### config.mk
export PLATFORM = sky130hd
export DESIGN_NAME = windowed_sample_averager
export DESIGN_NICKNAME = d
export VERILOG_FILES = /design/src/rtl/wsa_pkg.sv /design/src/rtl/windowed_sample_averager.sv /design/src/rtl/wsa_ctrl.sv /design/src/rtl/wsa_div.sv /design/src/rtl/wsa_datapath.sv
export SDC_FILE = /design/constraint.sdc
export NUM_CORES = 2
export LEC_CHECK = 0
export BUFFER_PORTS_ARGS = -buffer_cell sky130_fd_sc_hd__buf_2
export CAP_MARGIN = 10
export CORE_MARGIN = 2
export CORE_UTILIZATION = 45
export DETAILED_ROUTE_END_ITERATION = 8
export PLACE_DENSITY = 0.68
export SYNTH_ARGS = -nofsm -noshare
export SYNTH_HDL_FRONTEND = slang
export SYNTH_HIERARCHICAL = 1
export SYNTH_SLANG_ARGS = --single-unit
### constraint.sdc
create_clock -name clk -period 6.1 [get_ports clk]
set_input_delay 0.61 -clock clk [delete_from_list [all_inputs] [get_ports clk]]
set_output_delay 0.61 -clock clk [all_outputs]
set_load 0.03 [all_outputs]
### src/rtl/wsa_pkg.sv
`timescale 1ns / 1ps

package wsa_pkg;

    // Sizing
    localparam int SAMPLERS    = 16;
    localparam int MAX_SAMPLES = 1024;

    localparam int ID_W   = 4;
    localparam int SEL_W  = (SAMPLERS > 1) ? $clog2(SAMPLERS) : 1;
    localparam int VAL_W  = 32;
    localparam int TIME_W = 32;
    localparam int CNT_W  = $clog2(MAX_SAMPLES + 1);
    localparam int SUM_W  = VAL_W + $clog2(MAX_SAMPLES);
    localparam int NUM_W  = SUM_W + 2;
    localparam int DEN_W  = CNT_W + 1;
    localparam int STEP_W = $clog2(NUM_W + 1);

    // Configuration
    localparam int CLIM_W     = 11;
    localparam int TLIM_W     = 16;
    localparam int CFG_IDX_W  = 2;
    localparam int CFG_DATA_W = 16;

    localparam logic [CLIM_W-1:0]    COUNT_LIMIT_RST = 11'd1000;
    localparam logic [TLIM_W-1:0]    TIME_LIMIT_RST  = 16'd1000;
    localparam logic [CFG_IDX_W-1:0] CFG_COUNT_LIMIT = 2'd0;
    localparam logic [CFG_IDX_W-1:0] CFG_TIME_LIMIT  = 2'd1;

    // Operation codes; any other code reads
    localparam logic [1:0] FUNC_CLEAR  = 2'd0;
    localparam logic [1:0] FUNC_SAMPLE = 2'd1;
    localparam logic [1:0] FUNC_READ   = 2'd2;

    typedef struct packed {
        logic [1:0]        func;
        logic [ID_W-1:0]   sampler_id;
        logic [VAL_W-1:0]  sample_value;
        logic [TIME_W-1:0] now_ms;
    } wsa_in_t;

    typedef struct packed {
        logic [VAL_W-1:0] average_out;
        logic             window_closed;
    } wsa_out_t;

    typedef struct packed {
        logic capture;
        logic load_entry;
        logic eval;
        logic div_start;
        logic finish;
    } wsa_cmd_t;

    typedef struct packed {
        logic need_div;
        logic div_done;
    } wsa_status_t;

    typedef enum logic [5:0] {
        ST_IDLE   = 6'b000001,
        ST_READ   = 6'b000010,
        ST_EVAL   = 6'b000100,
        ST_DECIDE = 6'b001000,
        ST_DIV    = 6'b010000,
        ST_FINISH = 6'b100000
    } wsa_state_t;

endpackage

### src/rtl/windowed_sample_averager.sv
`timescale 1ns / 1ps

// Sequence: accept in idle, then read entry, evaluate, decide and finish; done is registered
//   after finish. A sample that closes its window adds a 44-bit serial divide before finish.
// Throughput: one command at a time; busy is high from acceptance until the result strobe.
// The result sits on result for the single cycle that done is high; the receiver cannot stall.
// Reset (rst_n low, async) clears all samplers and restores both limits to 1000.

module windowed_sample_averager (
    input  logic                           clk,
    input  logic                           rst_n,
    // command channel
    input  logic                           start,
    output logic                           busy,
    input  wsa_pkg::wsa_in_t               request,
    // result channel
    output logic                           done,
    output wsa_pkg::wsa_out_t              result,
    // configuration write channel
    input  logic                           cfg_valid,
    output logic                           cfg_ready,
    input  logic [wsa_pkg::CFG_IDX_W-1:0]  cfg_index,
    input  logic [wsa_pkg::CFG_DATA_W-1:0] cfg_data
);
    import wsa_pkg::*;

    wsa_cmd_t    cmd;
    wsa_status_t status;

    // Configuration registers take a transfer in any cycle.
    assign cfg_ready = 1'b1;

    // Sequencer: idle -> read entry -> evaluate -> decide -> (divide) -> finish.
    wsa_ctrl u_ctrl (
        .clk    (clk),
        .rst_n  (rst_n),
        .start  (start),
        .status (status),
        .cmd    (cmd),
        .busy   (busy),
        .done   (done)
    );

    // Sampler table, limit registers, add/compare logic and the rounding divider.
    wsa_datapath u_dp (
        .clk       (clk),
        .rst_n     (rst_n),
        .request   (request),
        .cmd       (cmd),
        .status    (status),
        .cfg_we    (cfg_valid && cfg_ready),
        .cfg_index (cfg_index),
        .cfg_data  (cfg_data),
        .result    (result)
    );

endmodule

### src/rtl/wsa_ctrl.sv
`timescale 1ns / 1ps

module wsa_ctrl (
    input  logic                 clk,
    input  logic                 rst_n,
    input  logic                 start,
    input  wsa_pkg::wsa_status_t status,
    output wsa_pkg::wsa_cmd_t    cmd,
    output logic                 busy,
    output logic                 done
);
    import wsa_pkg::*;

    wsa_state_t state_reg;
    wsa_state_t state_next;
    logic       done_reg;

    always_ff @(posedge clk or negedge rst_n)
    begin
        if (!rst_n)
        begin
            state_reg <= ST_IDLE;
            done_reg  <= 1'b0;
        end
        else
        begin
            state_reg <= state_next;
            done_reg  <= (state_reg == ST_FINISH);
        end
    end

    always_comb
    begin
        state_next = state_reg;
        cmd        = '0;
        case (state_reg)
            ST_IDLE:
            begin
                if (start)
                begin
                    cmd.capture = 1'b1;
                    state_next  = ST_READ;
                end
            end
            ST_READ:
            begin
                cmd.load_entry = 1'b1;
                state_next     = ST_EVAL;
            end
            ST_EVAL:
            begin
                cmd.eval   = 1'b1;
                state_next = ST_DECIDE;
            end
            ST_DECIDE:
            begin
                if (status.need_div)
                begin
                    cmd.div_start = 1'b1;
                    state_next    = ST_DIV;
                end
                else
                begin
                    state_next = ST_FINISH;
                end
            end
            ST_DIV:
            begin
                if (status.div_done)
                begin
                    state_next = ST_FINISH;
                end
            end
            ST_FINISH:
            begin
                cmd.finish = 1'b1;
                state_next = ST_IDLE;
            end
            default:
            begin
                state_next = ST_IDLE;
            end
        endcase
    end

    assign busy = (state_reg != ST_IDLE);
    assign done = done_reg;

endmodule

### src/rtl/wsa_div.sv
`timescale 1ns / 1ps

module wsa_div (
    input  logic                      clk,
    input  logic                      rst_n,
    input  logic                      load,
    input  logic [wsa_pkg::NUM_W-1:0] num,
    input  logic [wsa_pkg::DEN_W-1:0] den,
    output logic [wsa_pkg::NUM_W-1:0] quot,
    output logic                      done
);
    import wsa_pkg::*;

    logic [NUM_W-1:0]  num_reg;
    logic [DEN_W-1:0]  rem_reg;
    logic [DEN_W-1:0]  den_reg;
    logic [STEP_W-1:0] step_reg;
    logic              done_reg;

    logic [DEN_W:0]    trial;
    logic [DEN_W:0]    diff;
    logic              fits;
    logic [DEN_W-1:0]  rem_next;
    logic [NUM_W-1:0]  num_next;

    // restoring divide, one quotient bit per cycle; quotient shifts in behind the dividend
    always_comb
    begin
        trial    = {rem_reg, num_reg[NUM_W-1]};
        diff     = trial - {1'b0, den_reg};
        fits     = !diff[DEN_W];
        rem_next = fits ? diff[DEN_W-1:0] : trial[DEN_W-1:0];
        num_next = {num_reg[NUM_W-2:0], fits};
    end

    always_ff @(posedge clk or negedge rst_n)
    begin
        if (!rst_n)
        begin
            step_reg <= '0;
            done_reg <= 1'b0;
        end
        else if (load)
        begin
            step_reg <= STEP_W'(NUM_W);
            done_reg <= 1'b0;
        end
        else if (step_reg != '0)
        begin
            step_reg <= step_reg - STEP_W'(1);
            done_reg <= (step_reg == STEP_W'(1));
        end
        else
        begin
            done_reg <= 1'b0;
        end
    end

    always_ff @(posedge clk)
    begin
        if (load)
        begin
            num_reg <= num;
            rem_reg <= '0;
            den_reg <= den;
        end
        else if (step_reg != '0)
        begin
            num_reg <= num_next;
            rem_reg <= rem_next;
        end
    end

    assign quot = num_reg;
    assign done = done_reg;

endmodule

### src/rtl/wsa_datapath.sv
`timescale 1ns / 1ps

module wsa_datapath (
    input  logic                           clk,
    input  logic                           rst_n,
    input  wsa_pkg::wsa_in_t               request,
    input  wsa_pkg::wsa_cmd_t              cmd,
    output wsa_pkg::wsa_status_t           status,
    input  logic                           cfg_we,
    input  logic [wsa_pkg::CFG_IDX_W-1:0]  cfg_index,
    input  logic [wsa_pkg::CFG_DATA_W-1:0] cfg_data,
    output wsa_pkg::wsa_out_t              result
);
    import wsa_pkg::*;

    // configuration
    logic [CLIM_W-1:0] count_limit_reg;
    logic [TLIM_W-1:0] time_limit_reg;

    // per-sampler state
    logic [SUM_W-1:0]  sum_mem  [SAMPLERS];
    logic [CNT_W-1:0]  cnt_mem  [SAMPLERS];
    logic [TIME_W-1:0] last_mem [SAMPLERS];
    logic [VAL_W-1:0]  avg_mem  [SAMPLERS];

    wsa_in_t           req_reg;
    logic [SUM_W-1:0]  e_sum_reg;
    logic [CNT_W-1:0]  e_cnt_reg;
    logic [TIME_W-1:0] e_last_reg;
    logic [VAL_W-1:0]  e_avg_reg;

    logic [SUM_W-1:0]  w_sum_reg;
    logic [CNT_W-1:0]  w_cnt_reg;
    logic [TIME_W-1:0] w_last_reg;
    logic [VAL_W-1:0]  w_avg_reg;
    logic              close_reg;
    logic              wr_reg;

    wsa_out_t          result_reg;

    logic [SEL_W-1:0]  sel;
    logic              id_ok;
    logic [CNT_W-1:0]  lim;
    logic [SUM_W-1:0]  sum_add;
    logic [CNT_W-1:0]  cnt_add;
    logic [TIME_W-1:0] elapsed;
    logic              close_hit;
    logic [NUM_W-1:0]  div_num;
    logic [DEN_W-1:0]  div_den;
    logic [NUM_W-1:0]  div_quot;
    logic              div_done;
    logic [VAL_W-1:0]  avg_final;

    assign sel   = req_reg.sampler_id[SEL_W-1:0];
    assign id_ok = (32'(req_reg.sampler_id) < 32'(SAMPLERS));

    always_comb
    begin
        if (32'(count_limit_reg) > 32'(MAX_SAMPLES))
        begin
            lim = CNT_W'(MAX_SAMPLES);
        end
        else
        begin
            lim = CNT_W'(count_limit_reg);
        end
        sum_add   = e_sum_reg + SUM_W'(req_reg.sample_value);
        cnt_add   = e_cnt_reg + CNT_W'(1);
        elapsed   = req_reg.now_ms - e_last_reg;
        close_hit = (cnt_add >= lim) || (elapsed >= TIME_W'(time_limit_reg));
    end

    // round half up: (2*sum + n) / (2*n)
    assign div_num   = NUM_W'({w_sum_reg, 1'b0}) + NUM_W'(w_cnt_reg);
    assign div_den   = {w_cnt_reg, 1'b0};
    assign avg_final = close_reg ? div_quot[VAL_W-1:0] : w_avg_reg;

    wsa_div u_div (
        .clk   (clk),
        .rst_n (rst_n),
        .load  (cmd.div_start),
        .num   (div_num),
        .den   (div_den),
        .quot  (div_quot),
        .done  (div_done)
    );

    assign status.need_div = close_reg;
    assign status.div_done = div_done;

    always_ff @(posedge clk or negedge rst_n)
    begin
        if (!rst_n)
        begin
            count_limit_reg <= COUNT_LIMIT_RST;
            time_limit_reg  <= TIME_LIMIT_RST;
        end
        else if (cfg_we)
        begin
            case (cfg_index)
                CFG_COUNT_LIMIT: count_limit_reg <= cfg_data[CLIM_W-1:0];
                CFG_TIME_LIMIT:  time_limit_reg  <= cfg_data[TLIM_W-1:0];
                default:         ;
            endcase
        end
    end

    // sampler table, cleared by reset, written back at finish
    always_ff @(posedge clk or negedge rst_n)
    begin
        if (!rst_n)
        begin
            for (int i = 0; i < SAMPLERS; i++)
            begin
                sum_mem[i]  <= '0;
                cnt_mem[i]  <= '0;
                last_mem[i] <= '0;
                avg_mem[i]  <= '0;
            end
        end
        else if (cmd.finish && wr_reg)
        begin
            if (close_reg)
            begin
                sum_mem[sel]  <= '0;
                cnt_mem[sel]  <= '0;
                last_mem[sel] <= req_reg.now_ms;
            end
            else
            begin
                sum_mem[sel]  <= w_sum_reg;
                cnt_mem[sel]  <= w_cnt_reg;
                last_mem[sel] <= w_last_reg;
            end
            avg_mem[sel] <= avg_final;
        end
    end

    always_ff @(posedge clk or negedge rst_n)
    begin
        if (!rst_n)
        begin
            close_reg <= 1'b0;
            wr_reg    <= 1'b0;
        end
        else if (cmd.eval)
        begin
            case (req_reg.func)
                FUNC_CLEAR:
                begin
                    close_reg <= 1'b0;
                    wr_reg    <= id_ok;
                end
                FUNC_SAMPLE:
                begin
                    close_reg <= id_ok && close_hit;
                    wr_reg    <= id_ok;
                end
                default:
                begin
                    close_reg <= 1'b0;
                    wr_reg    <= 1'b0;
                end
            endcase
        end
    end

    always_ff @(posedge clk)
    begin
        if (cmd.capture)
        begin
            req_reg <= request;
        end
        if (cmd.load_entry)
        begin
            e_sum_reg  <= sum_mem[sel];
            e_cnt_reg  <= cnt_mem[sel];
            e_last_reg <= last_mem[sel];
            e_avg_reg  <= avg_mem[sel];
        end
        if (cmd.eval)
        begin
            case (req_reg.func)
                FUNC_CLEAR:
                begin
                    w_sum_reg  <= '0;
                    w_cnt_reg  <= '0;
                    w_last_reg <= req_reg.now_ms;
                    w_avg_reg  <= '0;
                end
                FUNC_SAMPLE:
                begin
                    w_sum_reg  <= sum_add;
                    w_cnt_reg  <= cnt_add;
                    w_last_reg <= e_last_reg;
                    w_avg_reg  <= e_avg_reg;
                end
                default:
                begin
                    w_sum_reg  <= e_sum_reg;
                    w_cnt_reg  <= e_cnt_reg;
                    w_last_reg <= e_last_reg;
                    w_avg_reg  <= e_avg_reg;
                end
            endcase
        end
        if (cmd.finish)
        begin
            result_reg.average_out   <= id_ok ? avg_final : '0;
            result_reg.window_closed <= close_reg;
        end
    end

    assign result = result_reg;

endmodule

==> impl_metrics.ini <==
[run_status]
status = completed

[synth]
synth_fp_nets = 9069
syn_area_mm2 = 0.102
synthMuxAreaShare_pct = 14.4
postSynthCellCount = 8858
synth_top_area_share_pct = 46.5
synthXorXnorAreaFrac_pct = 0.855
synth_seq_area_share_pct = 58.6
synth_top_family_by_area = multiplexers
yosysWarnings = 6
ys_async_sr_fraction_pct = 82.5
ys_ff_latch = 2320
yosys.area_share.adder_pct = 1.48
synth_cell_types = 96
synth_area_leader_cell = dfrtp_1
synthTopCellsByArea = dfrtp_1, mux4_2, edfxtp_1
ys.flop_type = dfrtp_1
synth_edf_count = 393
synth_commonest_cells = nand2_1, o21ai_0, dfrtp_1
synth_most_common_cell = nand2_1
synth_simple_gate_area_share_pct = 9.76
avgSynthCellArea_um2 = 11.6
synth_compound_area_share_pct = 11.7

[critical_path]
slowest_stage = a2111oi_0
cp.arrival_ns = 5.39
cp_cell_sequence = ha_1 -> a21oi_1 -> o21a_1 -> a2bb2oi_1 -> nand3_1 -> nand3_1 -> nand3_1 -> a21oi_1 -> xnor2_1 -> ha_1 -> nand4_1 -> a21oi_1 -> a2111oi_0 -> nand4_1 -> a2111oi_0 -> nand4b_1 -> nor4_1 -> nor2_1
cp_max_fo = 5
critPathCaptureType = register
path_buf_inv = 0
cp.required_ns = 6.83
max_stage_delay_ns = 0.55
worstSetupPathType = register to register
cp-start-kind = register
critical-path-top-delay-family = compound AO/OA/AOI/OAI gates

[clock_tree]
htree_levels = 4
cts_sinks = 2320
cts_tree = done
cts_setup_buffers = 0
root_buffer = clkbuf_16
cts.clk_slew.worst_paths_ns = 0.06
clk_latency_ns = 0.87
clock_path_buffers = 3
cts_made_buffers = 226

[sta]
max_freq_ghz = 0.215
drv_slew = 0
finalHoldViolCount = 0
finalCriticalPeriod_ns = 4.66
worst_slew_pin_slew_ns = 1.25
setup_viol = 0
timing.setup.tns_ns = 0
fin_skew_ns = 0.0455
fin_ws_ns = 1.44
slew-limit-headroom_pct = 16.2
rsz0062_at_grt = false
finalCritPeriodShare_pct = 76.4

[floorplan]
coreArea_mm2 = 0.227
dieArea_mm2 = 0.231
rows = 175
start_util_pct = 45.2
die_h_um = 481
fp.dieW_um = 481
design.portCount = 128

[detailed_routing]
drt_wl_total_mm = 275
detail-route-antenna-nets = 0
dr_total_vias = 69700
drc = 0
first_pass_iters = 6
avgRoutedWirePerCell_um = 23.1
drtIter0Drc = 7237
viasPerCell = 5.86

[cells_and_area]
fin_util_pct = 50.4
largest_register = u_dp/sum_mem
top_regs = u_dp/sum_mem (672), u_dp/avg_mem (512), u_dp/last_mem (512)
layout.cells.non_filler = 11900
largest_reg_flops = 672
drive_gt1_share_pct = 15.4
syn2layout_area_growth_pct = 11.5
nets = 8904

[power]
irDropWorstVdd_mv = 0.324
p_leak_nw = 48.7
power_density_mw_per_mm2 = 341

[grt]
grt_max_degree = 182
grt_first_pass_wirelength_mm = 424
grt_pass1_vias = 69700
antenna_found_initial = 7
grt_overflow = 0
grt_util_all_layers_pct = 23.7

[placement]
dp_cells = 11400
post-dp-hpwl_mm = 155
port-buffer-count = 126
gp_congestion = 0.902
pre_cts_ws_ns = 1.56

[worst_hold_path]
min_path_type = input port to register

[run]
cap_viol_max_count = 0
-- cells in the final DEF (no fill, tap or decap), types with 74 or more instances in the layout --
master / netlist / routed
o21ai_0: 1934 / 1934
buf_4: 3 / 97
edfxtp_1: 393 / 393
ha_1: 115 / 115
buf_2: 10 / 125
mux4_2: 585 / 585
nand2_1: 1983 / 1973
dfrtp_1: 1902 / 1901
nor2_1: 155 / 153
inv_1: 141 / 141
dlygate4sd3_1: 0 / 74
a21oi_1: 140 / 140
mux2_2: 74 / 74
clkbuf_16: 0 / 239
-- layout make-up --
cell class | instances | area [µm²]
antenna | 3 | 7.51
clock buffer | 339 | 6890
clock inverter | 88 | 923
fill | 19700 | 113000
inverter | 141 | 529
multi-input combinational | 5671 | 39300
sequential | 2320 | 60000
tap | 3009 | 3760
timing repair buffer | 333 | 2840
-- metal layers --
| metal | vias to the layer above | part of all wire (%) | track usage (%) | routed length, µm |
|---|---|---|---|---|
| met4 | 0 | 2.9 | 7.09 | 8090 |
| li1 | 30900 | - | - | - |
| met2 | 2540 | 47 | 37.8 | 130000 |
| met3 | 451 | 7.0 | 3.50 | 19200 |
| met1 | 35800 | 43 | 33.9 | 118000 |
| met5 | - | 0 | 0 | 0 |
-- stage by stage --
step / hold slack, ns / total power [W] / cell area (µm²)
2_1_floorplan: 0.314 / 0.0221 / 102000
3_3_place_gp: 0.453 / 0.0245 / 106000
3_5_place_dp: 0.444 / 0.0246 / 106000
4_1_cts: 0.00632 / 0.0392 / 114000
5_1_grt: 0.00259 / 0.0405 / 114000
6_report: 0.0400 / 0.0390 / 114000
-- repair_timing --
item                      in CTS  in global routing
gates resized for setup        0                  0
hold endpoints to repair     164                  1
hold buffers                  73                  1
-- worst paths after layout --
| check | to | start | cells past startpoint | slack, ns |
|---|---|---|---|---|
| worst max-delay path | u_dp/close_reg | u_dp/req_reg[6] | 18 | 1.44 |
| worst min-delay path | u_dp/req_reg[0] | request[0] | 1 | 0.04 |
| worst max register to register | u_dp/close_reg | u_dp/req_reg[6] | 18 | 1.44 |
| worst min register to register | u_ctrl/state_reg[4] | u_dp/u_div/done | 1 | 0.45 |
| max in group asynchronous | u_dp/sum_mem[273] | rst_n | 3 | 4.12 |
| min in group asynchronous | u_dp/last_mem[77] | rst_n | 2 | 0.29 |
-- report_power, final --
part	internal [W]	switching [W]
clock	0.00840	0.00609
sequential	0.0167	0.000626
combinational	0.00242	0.00481
total	0.0275	0.0115
-- kinds of logic after synthesis --
| group | after synthesis |
|---|---|
| other cells | 2 |
| compound gates | 2268 |
| xor+xnor | 100 |
| fa+ha+maj | 119 |
| simple gates | 2450 |
| buf+inv | 867 |
| mux | 732 |
| flops | 2320 |
Note: power is estimated with default switching activity, not from simulation.
